[config.mk]
export PLATFORM = sky130hd
export DESIGN_NAME = ldm_to_ldr_cracker_unit_flat
export DESIGN_NICKNAME = d
export VERILOG_FILES = /design/src/hdl/ldmc_pkg.sv /design/src/hdl/ldmc_if.sv /design/src/hdl/ldmc_seq.sv /design/src/hdl/ldm_to_ldr_cracker_unit.sv /design/src/flat_wrapper.sv
export SDC_FILE = /design/constraint.sdc
export NUM_CORES = 1
export LEC_CHECK = 0
export BUFFER_PORTS_ARGS = -buffer_cell sky130_fd_sc_hd__buf_4
export CAP_MARGIN = 25
export CORE_MARGIN = 2
export CORE_UTILIZATION = 45
export CTS_BUF_LIST = sky130_fd_sc_hd__clkbuf_8 sky130_fd_sc_hd__clkbuf_16
export DETAILED_ROUTE_END_ITERATION = 16
export HOLD_SLACK_MARGIN = 0.02
export PLACE_DENSITY_LB_ADDON = 0.25
export SETUP_SLACK_MARGIN = 0.2
export SLEW_MARGIN = 20
export SYNTH_ARGS = -nofsm -noshare
export SYNTH_HDL_FRONTEND = slang
export SYNTH_SLANG_ARGS = --single-unit
[constraint.sdc]
create_clock -name i_clk -period 14.3 [get_ports i_clk]
set_input_delay 2.145 -clock i_clk [delete_from_list [all_inputs] [get_ports i_clk]]
set_output_delay 2.145 -clock i_clk [all_outputs]
set_load 0.05 [all_outputs]
[src/hdl/ldmc_pkg.sv]
// Package for the LDMIA-to-LDR cracker: encoding constants, sequencer states,
// the per-cycle emit record and the LDR encoder. No dependencies.
package ldmc_pkg;

    localparam int unsigned WordWidth = 32;
    localparam int unsigned RegCount  = 16;
    localparam int unsigned IdxWidth  = 4;
    localparam int unsigned OffWidth  = 6;

    localparam logic [WordWidth-1:0] QUAL_MASK    = 32'hFFF0_0000;
    localparam logic [WordWidth-1:0] QUAL_VALUE   = 32'hE890_0000;
    localparam logic [IdxWidth-1:0]  BASE_LIMIT   = 4'd13;
    localparam logic [IdxWidth-1:0]  REG_PC       = 4'd15;
    localparam logic [WordWidth-1:0] LDR_PC_BACK  = 32'hE51F_F004;
    localparam logic [WordWidth-1:0] LDR_IMM_BASE = 32'hE590_0000;
    localparam logic [WordWidth-1:0] WORD_STEP    = 32'd4;

    // Sequencer states.
    typedef enum logic [1:0] {
        ST_IDLE,
        ST_SCAN,
        ST_TAIL,
        ST_LIT
    } t_state;

    // One result word produced by the sequencer in a cycle.
    typedef struct packed {
        logic                 valid;
        logic [WordWidth-1:0] word;
        logic                 last;
    } t_emit;

    // Encode LDR rt,[rn,#off] with a positive immediate offset.
    function automatic logic [WordWidth-1:0] make_ldr(
        input logic [IdxWidth-1:0] rt,
        input logic [IdxWidth-1:0] rn,
        input logic [OffWidth-1:0] off
    );
        make_ldr = LDR_IMM_BASE | {12'd0, rn, rt, 6'd0, off};
    endfunction

endpackage

[src/hdl/ldmc_if.sv]
// Handshake channels of the cracker: one for instruction items in, one for
// result words out. Depends on ldmc_pkg for the word width.
interface ldmc_in_if import ldmc_pkg::*; ();
    logic                 valid;
    logic                 ready;
    logic [WordWidth-1:0] instr_word;
    logic [WordWidth-1:0] instr_address;

    modport source (output valid, output instr_word, output instr_address, input ready);
    modport sink (input valid, input instr_word, input instr_address, output ready);
endinterface

interface ldmc_out_if import ldmc_pkg::*; ();
    logic                 valid;
    logic                 ready;
    logic [WordWidth-1:0] out_word;
    logic                 is_last;

    modport source (output valid, output out_word, output is_last, input ready);
    modport sink (input valid, input out_word, input is_last, output ready);
endinterface

[src/hdl/ldmc_seq.sv]
// Sequencer of the cracker: qualifies an instruction, scans its register list
// one slot per cycle while i_adv is high and produces the replacement words. Uses ldmc_pkg.
module ldmc_seq import ldmc_pkg::*; (
    input  logic                 i_clk,
    input  logic                 i_rst_n,
    input  logic                 i_start,
    input  logic [WordWidth-1:0] i_word,
    input  logic [WordWidth-1:0] i_addr,
    input  logic                 i_adv,
    output logic                 o_idle,
    output t_emit                o_emit
);

    t_state                r_state, n_state;
    logic [RegCount-1:0]   r_list,  n_list;
    logic [IdxWidth-1:0]   r_base,  n_base;
    logic [WordWidth-1:0]  r_addr,  n_addr;
    logic [IdxWidth-1:0]   r_idx,   n_idx;
    logic [OffWidth-1:0]   r_off,   n_off;
    logic [OffWidth-1:0]   r_hoff,  n_hoff;
    logic                  r_held,  n_held;

    logic [WordWidth-1:0]  add_a;
    logic [WordWidth-1:0]  add_sum;
    logic                  qualifies;
    logic                  slot_bit;

    // Shared adder: steps the load offset while scanning and forms the
    // return literal at the end.
    assign add_a   = (r_state == ST_LIT) ? r_addr : {{(WordWidth-OffWidth){1'b0}}, r_off};
    assign add_sum = add_a + WORD_STEP;

    assign qualifies = ((i_word & QUAL_MASK) == QUAL_VALUE) && (i_word[19:16] < BASE_LIMIT);
    assign slot_bit  = r_list[r_idx];
    assign o_idle    = (r_state == ST_IDLE);

    // Next state and emitted word.
    always_comb begin
        n_state = r_state;
        n_list  = r_list;
        n_base  = r_base;
        n_addr  = r_addr;
        n_idx   = r_idx;
        n_off   = r_off;
        n_hoff  = r_hoff;
        n_held  = r_held;
        o_emit  = '0;
        case (r_state)
            ST_IDLE: begin
                if (i_start && qualifies) begin
                    n_list  = i_word[RegCount-1:0];
                    n_base  = i_word[19:16];
                    n_addr  = i_addr;
                    n_idx   = '0;
                    n_off   = '0;
                    n_held  = 1'b0;
                    n_state = ST_SCAN;
                end
            end
            ST_SCAN: begin
                if (i_adv) begin
                    if (slot_bit && r_held && (r_idx == REG_PC)) begin
                        // The deferred base load goes just ahead of the PC load.
                        o_emit.valid = 1'b1;
                        o_emit.word  = make_ldr(r_base, r_base, r_hoff);
                        n_held       = 1'b0;
                    end else begin
                        if (slot_bit) begin
                            n_off = add_sum[OffWidth-1:0];
                            if (r_idx == r_base) begin
                                n_held = 1'b1;
                                n_hoff = r_off;
                            end else begin
                                o_emit.valid = 1'b1;
                                o_emit.word  = make_ldr(r_idx, r_base, r_off);
                            end
                        end
                        if (r_idx == REG_PC) begin
                            n_state = ST_TAIL;
                        end else begin
                            n_idx = r_idx + 1'b1;
                        end
                    end
                end
            end
            ST_TAIL: begin
                if (i_adv) begin
                    o_emit.valid = 1'b1;
                    if (r_held) begin
                        o_emit.word = make_ldr(r_base, r_base, r_hoff);
                        n_held      = 1'b0;
                    end else begin
                        o_emit.word = LDR_PC_BACK;
                        n_state     = ST_LIT;
                    end
                end
            end
            ST_LIT: begin
                if (i_adv) begin
                    o_emit.valid = 1'b1;
                    o_emit.word  = add_sum;
                    o_emit.last  = 1'b1;
                    n_state      = ST_IDLE;
                end
            end
            default: begin
                n_state = ST_IDLE;
            end
        endcase
    end

    // Control state.
    always_ff @(posedge i_clk) begin
        if (!i_rst_n) begin
            r_state <= ST_IDLE;
            r_held  <= 1'b0;
        end else begin
            r_state <= n_state;
            r_held  <= n_held;
        end
    end

    // Working registers of the current instruction.
    always_ff @(posedge i_clk) begin
        r_list <= n_list;
        r_base <= n_base;
        r_addr <= n_addr;
        r_idx  <= n_idx;
        r_off  <= n_off;
        r_hoff <= n_hoff;
    end

endmodule

[src/hdl/ldm_to_ldr_cracker_unit.sv]
// Top level of the LDMIA-to-LDR cracker: input channel, sequencer and the
// output register. Uses ldmc_pkg, ldmc_in_if, ldmc_out_if and ldmc_seq.
//
// An instruction transfer is taken only while the block is idle. A word that
// is not an unconditional LDMIA without writeback with a base below r13 is
// dropped in its own transfer cycle and produces nothing. A qualifying word
// keeps the input not ready until its last word has been produced. The
// sequencer visits all sixteen register-list slots, whether set or not, one
// per cycle while the output is not stalled, then emits LDR PC,[PC,#-4] and
// the return literal. A base in the list gets a deferred load, which goes out
// either just ahead of the PC load or after the scan. Results leave through a
// single output register, and the final literal is flagged by is_last.
module ldm_to_ldr_cracker_unit import ldmc_pkg::*; (
    input logic     i_clk,
    input logic     i_rst_n,
    ldmc_in_if.sink   i_in,
    ldmc_out_if.source o_out
);

    logic                 seq_idle;
    logic                 in_xfer;
    logic                 slot_free;
    t_emit                seq_emit;

    logic                 r_out_valid;
    logic [WordWidth-1:0] r_out_word;
    logic                 r_out_last;

    assign i_in.ready = seq_idle;
    assign in_xfer    = i_in.valid && seq_idle;
    assign slot_free  = !r_out_valid || o_out.ready;

    ldmc_seq u_seq (
        .i_clk   (i_clk),
        .i_rst_n (i_rst_n),
        .i_start (in_xfer),
        .i_word  (i_in.instr_word),
        .i_addr  (i_in.instr_address),
        .i_adv   (slot_free),
        .o_idle  (seq_idle),
        .o_emit  (seq_emit)
    );

    // Output register valid flag.
    always_ff @(posedge i_clk) begin
        if (!i_rst_n) begin
            r_out_valid <= 1'b0;
        end else if (seq_emit.valid) begin
            r_out_valid <= 1'b1;
        end else if (o_out.ready) begin
            r_out_valid <= 1'b0;
        end
    end

    // Output payload, loaded whenever the sequencer produces a word.
    always_ff @(posedge i_clk) begin
        if (seq_emit.valid) begin
            r_out_word <= seq_emit.word;
            r_out_last <= seq_emit.last;
        end
    end

    assign o_out.valid    = r_out_valid;
    assign o_out.out_word = r_out_word;
    assign o_out.is_last  = r_out_last;

endmodule

[src/flat_wrapper.sv]
// flat-port wrapper written by rule: the top's interface ports become plain ports
module ldm_to_ldr_cracker_unit_flat import ldmc_pkg::*;
  (i_clk, i_rst_n, i_in_valid, i_in_instr_word, i_in_instr_address, i_in_ready, o_out_valid, o_out_out_word, o_out_is_last, o_out_ready);
  ldmc_in_if i_in_i ();
  ldmc_out_if o_out_i ();
  input logic i_clk;
  input logic i_rst_n;
  input wire logic [$bits(i_in_i.valid)-1:0] i_in_valid;
  input wire logic [$bits(i_in_i.instr_word)-1:0] i_in_instr_word;
  input wire logic [$bits(i_in_i.instr_address)-1:0] i_in_instr_address;
  output wire logic [$bits(i_in_i.ready)-1:0] i_in_ready;
  output wire logic [$bits(o_out_i.valid)-1:0] o_out_valid;
  output wire logic [$bits(o_out_i.out_word)-1:0] o_out_out_word;
  output wire logic [$bits(o_out_i.is_last)-1:0] o_out_is_last;
  input wire logic [$bits(o_out_i.ready)-1:0] o_out_ready;
  assign i_in_i.valid = i_in_valid;
  assign i_in_i.instr_word = i_in_instr_word;
  assign i_in_i.instr_address = i_in_instr_address;
  assign i_in_ready = i_in_i.ready;
  assign o_out_valid = o_out_i.valid;
  assign o_out_out_word = o_out_i.out_word;
  assign o_out_is_last = o_out_i.is_last;
  assign o_out_i.ready = o_out_ready;
  ldm_to_ldr_cracker_unit u_core (.i_clk(i_clk), .i_rst_n(i_rst_n), .i_in(i_in_i), .o_out(o_out_i));
endmodule
=== After elaboration in Yosys (flattened, before gate mapping) ===
Cells that the tools add are included.

* Add/subtract/negate cells: 2
* Magnitude comparators: 2
* Eq/ne operators: 17
* Muxes and demuxes: 38
* Bitwise operators: 1
* Reduce and logical (&&, ||, !) cells: 17

{| class="wikitable"
|+ Operator list
! kind !! count
|-
| $mux 33 || 5
|-
| $pmux 33 s3 || 1
|-
| $mux 34 || 1
|-
| $add 32x3->32 const B || 1
|-
| $mux 32 || 1
|-
| $mux 24 || 1
|-
| $mux 6 || 4
|-
| $mux 4 || 4
|-
| $reduce_and 5->1 || 3
|-
| $mux 2 || 7
|-
| $eq 12x12->1 const B || 1
|-
| $ne 2x2->1 const B || 6
|-
| $pmux 6 s2 || 1
|-
| $mux 1 || 9
|-
| $pmux 2 s4 || 1
|-
| $pmux 4 s2 || 1
|-
| $reduce_and 7->1 || 1
|-
| $ne 2x1->1 const B || 3
|-
| $ne 3x3->1 const B || 2
|-
| $reduce_and 6->1 || 1
|-
| $logic_and 1x1->1 || 5
|-
| $lt 4x5->1 const B || 1
|-
| $add 4x1->4 const B || 1
|-
| $bmux 1 s4 || 1
|-
| other kinds (13) || 15
|}

* Flip-flop bits (word level): 105
* Bits of input ports: 68
* Logic and storage cells: 88

=== Logic depth before layout (Yosys ltp) ===
Gate-level depths: netlist of the first run.

* Depth after elaboration: 8
* Depth in mapped cells: 12
* Gate-level depth less buffers: 10

=== By module ===
Synthesis of the first run repeated with hierarchy kept, for this count alone.

* Cell total of the unflattened synthesis: 426
* Area total of the unflattened synthesis: 5,111.2 sq um

{| class="wikitable"
|+ Modules (own cells, without submodules)
! module !! times used !! cells each !! area an instance (sq um) !! seq. area each (sq um)
|-
| ldmc_seq || 1 || 388 || 4,065.1 || 2,102.0
|-
| ldm_to_ldr_cracker_unit || 1 || 38 || 1,046.0 || 1,011.0
|}

=== Worst setup path after synthesis of the first run ===
OpenSTA, ideal clock, no wires.

* Path type: input port to flip-flop
* Start: in i_in_instr_word[25]
* End: reg u_core.u_seq.r_off[0], enable pin
* Library setup time: 373 ps
* Arrival time: 8,590 ps
* Path slack: 5,337 ps
* Cell stages on the path: 4
* Buffers on the path: 0
* Path through: or4b_2 > nor4_1 > a21oi_1 > a21oi_1

* Word-level cells in the longest chain between the ends: 5

{| class="wikitable"
|+ RTL lines
! what !! RTL line !! RTL
|-
| from (decl) || flat_wrapper.sv:9 || <nowiki>input wire logic [$bits(i_in_i.instr_word)-1:0] i_in_instr_word;</nowiki>
|-
| $eq 12x12->1 || ldmc_seq.sv:33 || <nowiki>assign qualifies = ((i_word & QUAL_MASK) == QUAL_VALUE) && (i_word[19:16] < BASE_LIMIT);</nowiki>
|-
| $logic_and 1x1->1 || ldmc_seq.sv:33 ||
|-
| $logic_and 1x1->1 || ldmc_seq.sv:50 || <nowiki>if (i_start && qualifies) begin</nowiki>
|-
| $ne 2x2->1 (no source line) || - ||
|-
| $reduce_and 5->1 (no source line) || - ||
|-
| to (signal assigned) || ldmc_seq.sv:129 || <nowiki>r_off <= n_off;</nowiki>
|-
| to (decl) || ldmc_seq.sv:19 || <nowiki>logic [OffWidth-1:0] r_off, n_off;</nowiki>
|}

No other way between the ends.
A chain may end at the register's enable or synchronous reset.

=== Worst setup path in the final report of the first run ===
* Start: in i_in_instr_word[25]
* End: reg u_core.u_seq.r_off[2], enable pin

The elaborated chain is that of the path after synthesis.

==> impl_metrics.yaml, run 1 <==
synthesis:
  synth.cell_area_um2: 5140
  avgSynthCellArea_um2: 12.2
  ys_types: 52
  yosysMostFrequentCell: "edfxtp_1"
  synthTopCellsByCount: "edfxtp_1, nand2_1, a21oi_1, nor2_1, xnor2_1"
  ys.warnings.count: 0
  synthFlopType: "edfxtp_1"
  synthesis.nets: 494
  seq_area_frac_synth_pct: 60.6
  syn_inst: 420
  netlist.area_leader.share_pct: 59.0
  synth.area.top_cells: "edfxtp_1, xnor2_1, nand2_1, mux2i_1, a21oi_1"
  synth_seq_cells: 105
  synthArstFlopShare_pct: 0
  synth_edf_count: 101
  yosys.area.top_type: "edfxtp_1"
routing:
  via_per_inst: 5.57
  avgRoutedWirePerCell_um: 16.6
  wl_um: 11000
  drt_iter0_markers: 214
  drc: 0
  num_vias: 3687
  postRouteAntennaNets: 0
  drtPass1Iterations: 5
sta:
  hold_violations: 0
  final-max-slew-violation-count: 0
  max_slew_margin_pct: 43.0
  setup_tns_ps: 0
  finClkSkew_ps: 6.02
  max_freq_mhz: 231
  worst_pin_slew_ps: 853
  holdWs_ps: 482
  grt_setup_unrepaired: "no"
  setup_viol: 0
  timing.final.crit_share_pct: 30.3
  period_needed_ps: 4340
clock_network:
  clk_latency_ps: 350
  cts.sinks: 105
  clk_pin_slew_ps: 70
  cts_hold_buf: 0
  numCtsBuffers: 9
  htreeDepth: 3
  tritoncts: "built"
  root_buffer: "clkbuf_16"
  cts-resized-gates: 0
  clk_path_buf_depth: 2
  post_cts_buffers: 0
place:
  io_buffers: 102
  dp_hpwl_um: 7790
  gp_congestion: 0.847
global_routing:
  grt.overflow.total: 0
  grt-busiest-layer: "met2"
  grt_pass1_wl_um: 17800
  use_met3_pct: 3.72
  grt_pass1_vias: 3599
  grt_use_met1_pct: 23.9
  met2_usage_pct: 30.0
  antenna_found_initial: 0
  track_usage_pct: 18.5
  grt_max_degree: 54
floorplanning:
  die_width_um: 111
  ios: 103
  dieArea_um2: 12300
  placementRows: 39
  die_h_um: 111
  core_um2: 11300
  start_util_pct: 45.6
worst_setup_path:
  crit_fanout: 53
  r2r_end: "u_core.o_out.out_word[30]"
  path_class: "in -> reg"
  reg2reg_setup_slack_ps: 11080
  crit_required_ps: 14290
  slowest_stage: "or4b_2"
  worstPathArrival_ps: 4320
  end_kind: "flop"
  worst-path-buf-inv: 2
  cpPeakStageDelay_ps: 670
  r2r_cells: 11
  startpoint_type: "input pin"
  crit_chain: "buf_4, or4b_2, nor4_2, buf_4, a21oi_1, a21oi_1"
  rr_startpoint: "u_core.u_seq.r_state[0]"
  crit_family: "simple AND/OR/NAND/NOR gates"
power:
  power.leakage_nw: 2.25
  vdd_drop_max_uv: 67.0
  power_density_nw_per_um2: 90.5
min_path:
  holdPathStages: 0
  hold_end: "u_core.u_seq.r_hoff[1]"
  hold_class: "reg -> reg"
  hp-start: "u_core.u_seq.r_off[1]"
cells_and_area:
  antenna_cells: 0
  nets: 588
  syn_to_final_growth_pct: 21.9
  layout-drive-gt1-share_pct: 25.2
job:
  drv_cap: 0
outcome:
  status: "finished clean"
logic make-up (layout without fill, tap and decap cells):
group | after synthesis | in the layout | share of synthesized area (%)
flops | 105 | 105 | 60.6
compound gates | 74 | 74 | 9.69
buf+inv | 35 | 134 | 2.99
simple gates | 152 | 152 | 16.1
mux | 18 | 18 | 4.09
xor+xnor | 30 | 30 | 5.11
fa+ha+maj | 6 | 6 | 1.46
where the power goes:
group	internal (mW)	switching (mW)	total, mW
sequential	0.334	0.00000997	0.334
clock	0.115	0.103	0.217
combinational	0.0120	0.00359	0.0156
worst max-delay path by stage:
stage	from	endpoint	slack, ps	cells past startpoint
after floorplan	i_in_instr_word[25]	u_core.u_seq.r_off[0]	5340	4
after global placement	i_in_instr_word[25]	u_core.u_seq.r_off[4]	9660	6
after detailed placement	i_in_instr_word[25]	u_core.u_seq.r_off[2]	9570	6
after CTS	i_in_instr_word[25]	u_core.u_seq.r_off[1]	9930	6
after global routing	i_in_instr_word[25]	u_core.u_seq.r_off[1]	9810	6
final	i_in_instr_word[25]	u_core.u_seq.r_off[2]	9960	6
stage by stage:
stage	utilization, %	worst slack (ps)	power [mW]	std cells	area (um2)
CTS	55.6	9930	0.571	662	6260
floorplan	-	5340	0.342	420	5140
global route	55.6	9810	0.586	662	6260
global placement	53.3	9660	0.356	646	6010
detailed placement	53.3	9570	0.357	646	6010
finish	55.6	9960	0.567	662	6260
flip-flops by register name, summed over array words and instances (netlist names):
register / cells
u_core.o_out.out_word: 32
u_core.u_seq.r_idx: 4
u_core.u_seq.r_addr: 32
u_core.u_seq.r_base: 4
u_core.u_seq.r_state: 2
u_core.o_out.valid: 1
u_core.o_out.is_last: 1
u_core.u_seq.r_off: 6
u_core.u_seq.r_hoff: 6
u_core.u_seq.r_list: 16
u_core.u_seq.r_held: 1
metal layers:
layer,wire length [um],vias to the layer above
li1,-,1784
met1,4740,1762
met2,5330,126
met3,703,15
met4,242,0
met5,0,-
final cells by class:
class / count / area (um2)
fill: 963 / 5010
sequential: 105 / 3110
multi-input combinational: 280 / 1880
timing repair buffer: 105 / 788
clock buffer: 9 / 225
tap: 143 / 179
inverter: 13 / 48.8
clock inverter: 7 / 31.3
layout by cell type, fill, tap and decap left out, types with 5 or more instances in the layout:
cell type / Yosys / routed
a21oi_1: 22 / 22
and2_1: 9 / 9
and3_1: 8 / 8
buf_4: 1 / 105
clkbuf_16: 0 / 9
edfxtp_1: 101 / 101
ha_1: 6 / 6
inv_1: 13 / 16
mux2i_1: 12 / 12
nand2_1: 35 / 35
nand2b_1: 5 / 5
nand3_1: 18 / 18
nand4_1: 10 / 10
nor2_1: 22 / 22
nor2b_1: 5 / 5
nor3_1: 12 / 12
nor4_1: 10 / 9
o211ai_1: 6 / 6
o21ai_0: 18 / 18
o22ai_1: 5 / 5
xnor2_1: 19 / 19
xor2_1: 11 / 11
Note: power is estimated with default switching activity, not from simulation.
==> run 2, diff against run 1 <==
ABC_AREA = 1   (was not set)
clock period = 4.5 ns   (was 14.3 ns; I/O delays follow)
==> impl_metrics.yaml, run 2 <==
synthesis:
  synthFlopType: "edfxtp_1"
  synthTopCellsByCount: "nand2_1, edfxtp_1, inv_1"
  synthArstFlopShare_pct: 0
  netlist.area_leader.share_pct: 55.5
  ys_types: 38
  yosysMostFrequentCell: "nand2_1"
  yosys.area.top_type: "edfxtp_1"
  synth.area.top_cells: "edfxtp_1, nand2_1, inv_1, nor2_1, nand3_1"
  synth_edf_count: 101
  seq_area_frac_synth_pct: 56.9
  ys.warnings.count: 0
  syn_inst: 598
  synthesis.nets: 672
  avgSynthCellArea_um2: 9.14
  synth_seq_cells: 105
  synth.cell_area_um2: 5470
cells_and_area:
  instances_no_fill: 854
  antenna_cells: 0
  layout-drive-gt1-share_pct: 19.5
  layout_common_cells: "nand2_1, buf_4, edfxtp_1"
  fin_area_um2: 6690
  utilization_pct: 56.1
  fillers: 1061
  nets: 776
  final_common_cell: "nand2_1"
  syn_to_final_growth_pct: 22.3
global_routing:
  grt_max_degree: 48
  grt_pass1_wl_um: 21000
  grt.overflow.total: 0
  track_usage_pct: 20.9
  antenna_found_initial: 0
  grt_pass1_vias: 4236
sta:
  max_slew_margin_pct: 33.1
  period_needed_ps: 3180
  hold_violations: 0
  grt_setup_unrepaired: "no"
  setup_ws_ps: 1320
  worst_pin_slew_ps: 1000
  finClkSkew_ps: 6.97
  timing.final.crit_share_pct: 70.8
  setup_viol: 0
  setup_tns_ps: 0
  final-max-slew-violation-count: 0
  holdWs_ps: 455
  max_freq_mhz: 314
worst_setup_path:
  r2r_end: "u_core.o_out.out_word[10]"
  worstPathArrival_ps: 3190
  reg2reg_setup_slack_ps: 1320
  end_kind: "flop"
  crit_required_ps: 4510
  crit_fanout: 33
  cpPeakStageDelay_ps: 760
  r2r_cells: 10
  crit_family: "simple AND/OR/NAND/NOR gates"
  worst_path_most_repeated_cell: "nand2_1"
  rr_startpoint: "u_core.u_seq.r_idx[0]"
  crit_chain: "ha_1, nand2_1, inv_1, nand2_1, nor2_1, o211ai_1, nand2_1, nand2_1, inv_1, buf_4"
  startpoint_type: "flop"
  worst-path-buf-inv: 3
  slowest_stage: "nor2_1"
  path_class: "reg -> reg"
clock_network:
  numCtsBuffers: 9
  htreeDepth: 3
  clk_path_buf_depth: 2
  post_cts_buffers: 0
  tritoncts: "built"
  cts.sinks: 105
  clk_latency_ps: 350
  cts_hold_buf: 0
  root_buffer: "clkbuf_16"
  clk_pin_slew_ps: 70
  cts-resized-gates: 0
power:
  intPower_mw: 1.94
  p_switching_mw: 1.10
  power_frac_seq_pct: 42.3
  p_clk_share_pct: 26.3
  power.leakage_nw: 2.71
  comb_power_share_pct: 31.4
  switching_share_pct: 36.2
  power.total_mw: 3.04
  power_density_nw_per_um2: 455
  vdd_drop_max_uv: 273
floorplanning:
  dieArea_um2: 13000
  placementRows: 40
  core_um2: 11900
  start_util_pct: 45.9
  die_h_um: 114
  ios: 103
  die_width_um: 114
routing:
  num_vias: 4545
  avgRoutedWirePerCell_um: 15.3
  drt_iter0_markers: 417
  postRouteAntennaNets: 0
  wl_um: 13100
  drtPass1Iterations: 5
  via_per_inst: 5.32
  drc: 0
min_path:
  holdPathStages: 0
  hp-start: "u_core.u_seq.r_off[3]"
  hold_class: "reg -> reg"
  hold_end: "u_core.u_seq.r_hoff[3]"
place:
  placed_cell_area_um2: 6380
  dp_slack_ps: 1390
  place_inst: 838
  gp_congestion: 0.968
  dp_hpwl_um: 9930
  io_buffers: 102
job:
  drv_cap: 0
outcome:
  status: "finished clean"
## run 2: changes by cell type after synthesis, sizes merged, moves of 11 or more
cell | before | now
nand2 | 35 | 147
inv | 13 | 76
xnor2 | 19 | 6
mux2i | 12 | 0
nand3 | 18 | 51
clkbuf | 16 | 5
o21ai | 18 | 39
nor2 | 22 | 75
## run 2: worst register-to-register path, cell delays in order, from the launching register on
cell      delay, ps
edfxtp_1        630
ha_1            240
nand2_1          60
inv_1            80
nand2_1         130
nor2_1          760
o211ai_1        300
nand2_1         130
nand2_1          80
inv_1            60
buf_4           360
## run 2: worst max path at each step
| stage | start | endpoint | slack [ps] | cells after the start |
|---|---|---|---|---|
| floorplan | u_core.u_seq.r_state[0] | u_core.u_seq.r_addr[0] | 1150 | 6 |
| global placement | u_core.u_seq.r_idx[0] | u_core.o_out.out_word[25] | 1500 | 10 |
| detailed placement | u_core.u_seq.r_idx[0] | u_core.o_out.out_word[25] | 1390 | 10 |
| CTS | u_core.u_seq.r_idx[0] | u_core.o_out.out_word[10] | 1370 | 10 |
| global route | u_core.u_seq.r_idx[0] | u_core.o_out.out_word[10] | 930 | 10 |
| finish | u_core.u_seq.r_idx[0] | u_core.o_out.out_word[10] | 1320 | 10 |
## run 2: power groups by stage
stage,clock network (mW),registers [mW],logic [mW]
floorplan,0,1.44,0.525
global placement,0,1.30,0.935
detailed placement,0,1.31,0.946
CTS,0.806,1.29,0.950
global route,0.847,1.30,1.05
finish,0.799,1.29,0.954
## run 2: layout make-up
cell class	instances	area [um2]	area share [%]
Tap cell	147	184	2.75
Clock inverter	6	67.6	1.01
Inverter	77	289	4.32
Sequential cell	105	3110	46.6
Clock buffer	10	239	3.57
Timing Repair Buffer	106	796	11.9
Multi-Input combinational cell	403	2000	29.9
## run 2: layer usage
layer  GRT usage (%)  vias up  share of wire [%]
met4            8.70        0                1.9
met5               0        -                  0
met1            29.4     2060                 44
met2            31.4      241                 44
li1                -     2224                  -
met3            4.50       20                9.3
## run 2: logic make-up after synthesis
| group | count (synthesis) | synth area share (%) |
|---|---|---|
| AOI/OAI and AO/OA | 73 | 7.12 |
| buffers and inverters | 90 | 6.80 |
| xor gates and xnor gates | 14 | 2.24 |
| DFF | 105 | 56.9 |
| adders and majority gates | 6 | 1.37 |
| and+or+nand+nor | 310 | 25.5 |
==> run 3, diff against run 2 <==
ABC_AREA = 0   (was 1)
clock period = 3.22 ns   (was 4.5 ns; I/O delays follow)
==> impl_metrics.yaml, run 3 (same netlist as run 1, synthesis figures left out) <==
cells_and_area:
  syn_to_final_growth_pct: 24.5
  layout_common_cells: "buf_4, edfxtp_1, nand2_1"
  antenna_cells: 0
  final_common_cell: "buf_4"
  nets: 596
  layout-drive-gt1-share_pct: 27.9
clock_network:
  htreeDepth: 3
  cts.sinks: 105
  clk_latency_ps: 350
  clk_path_buf_depth: 2
  tritoncts: "built"
  post_cts_buffers: 0
  root_buffer: "clkbuf_16"
  numCtsBuffers: 9
  clk_pin_slew_ps: 70
place:
  io_buffers: 102
  dp_slack_ps: 347
  dp_hpwl_um: 8360
  gp_congestion: 0.833
sta:
  hold_violations: 0
  max_freq_mhz: 351
  holdWs_ps: 305
  timing.final.crit_share_pct: 88.6
  max_slew_margin_pct: 55.0
  worst_pin_slew_ps: 675
  finClkSkew_ps: 7.69
  setup_viol: 0
  period_needed_ps: 2850
  grt_setup_unrepaired: "no"
  final-max-slew-violation-count: 0
  setup_ws_ps: 367
global_routing:
  grt_pass1_vias: 3719
  grt_pass1_wl_um: 18600
  antenna_found_initial: 0
  track_usage_pct: 19.1
  grt_max_degree: 53
  grt.overflow.total: 0
worst_setup_path:
  startpoint_type: "flop"
  slowest_stage: "edfxtp_1"
  crit_chain: "mux2_2, o21ai_0, o22ai_4, a21oi_1, nand2_1, buf_4"
  crit_required_ps: 3320
  path_class: "reg -> reg"
  cpPeakStageDelay_ps: 740
  worstPathArrival_ps: 2960
  end_kind: "flop"
  crit_fanout: 14
power:
  power.total_mw: 2.58
  power.leakage_nw: 2.30
  vdd_drop_max_uv: 245
  power_density_nw_per_um2: 404
routing:
  drtPass1Iterations: 5
  wl_um: 11500
  via_per_inst: 5.67
  num_vias: 3796
  avgRoutedWirePerCell_um: 17.2
  drt_iter0_markers: 237
  drc: 0
  postRouteAntennaNets: 0
outcome:
  status: "finished clean"
floorplanning:
  placementRows: 39
  ios: 103
  start_util_pct: 45.6
  dieArea_um2: 12300
  core_um2: 11300
  die_width_um: 111
  die_h_um: 111
job:
  drv_cap: 0
min_path:
  hold_class: "in -> reg"
run 3: changes by cell type in the layout (fill, tap and decap cells not counted), moves of 12 or more:
cell / delta
nand2_1: -109
inv_1: -64
nor2_1: -47
nand3_1: -32
o21ai_0: -16
xnor2_1: +13
mux2i_1: +12
run 3: power by group:
group / switching, mW / internal [mW]
combinational: 0.0161 / 0.0536
sequential: 0.0000452 / 1.48
clock: 0.498 / 0.531
run 3: final timing paths:
check                         from                   endpoint  slack [ps]  cells after the start
max          u_core.u_seq.r_idx[2]  u_core.o_out.out_word[12]         370                      6
min            i_in_instr_word[11]    u_core.u_seq.r_list[11]         300                      1
max reg2reg  u_core.u_seq.r_idx[2]  u_core.o_out.out_word[12]         370                      6
min reg2reg  u_core.u_seq.r_off[5]     u_core.u_seq.r_hoff[5]         500                      0
run 3: layout make-up:
type,instances,area (um2)
Clock buffer,9,225
Inverter,13,48.8
Clock inverter,7,55.1
Fill cell,908,4870
Sequential cell,105,3110
Timing Repair Buffer,113,861
Tap cell,143,179
Multi-Input combinational cell,280,1920
run 3: through the flow:
stage               utilization [%]  cell area, um2  setup TNS [ps]  instances
CTS                            56.7            6390               0        670
floorplan                         -            5180           -4200        420
finish                         56.8            6400               0        670
global route                   56.8            6400               0        670
detailed placement             54.2            6110               0        654
global placement               54.2            6110               0        654
run 3: worst max-delay path: cells and delay by family (launching register included):
family          cells  cell delay (ps)
simple gates        1              210
compound gates      3             1020
mux                 1              400
flops               1              740
buf+inv             1              240
run 3: what timing repair did:
| action | in CTS | in global routing |
|---|---|---|
| hold buffers | 0 | 0 |
| setup endpoints to repair | 0 | 3 |
| resized for setup | 0 | 1 |
run 3: metal layers:
layer / global-route usage [%] / wire [um] / part of all wire, %
met2: 30.2 / 5510 / 48
met3: 3.44 / 611 / 5.3
met4: 8.83 / 299 / 2.6
met5: 0 / 0 / 0
met1: 25.7 / 5120 / 44
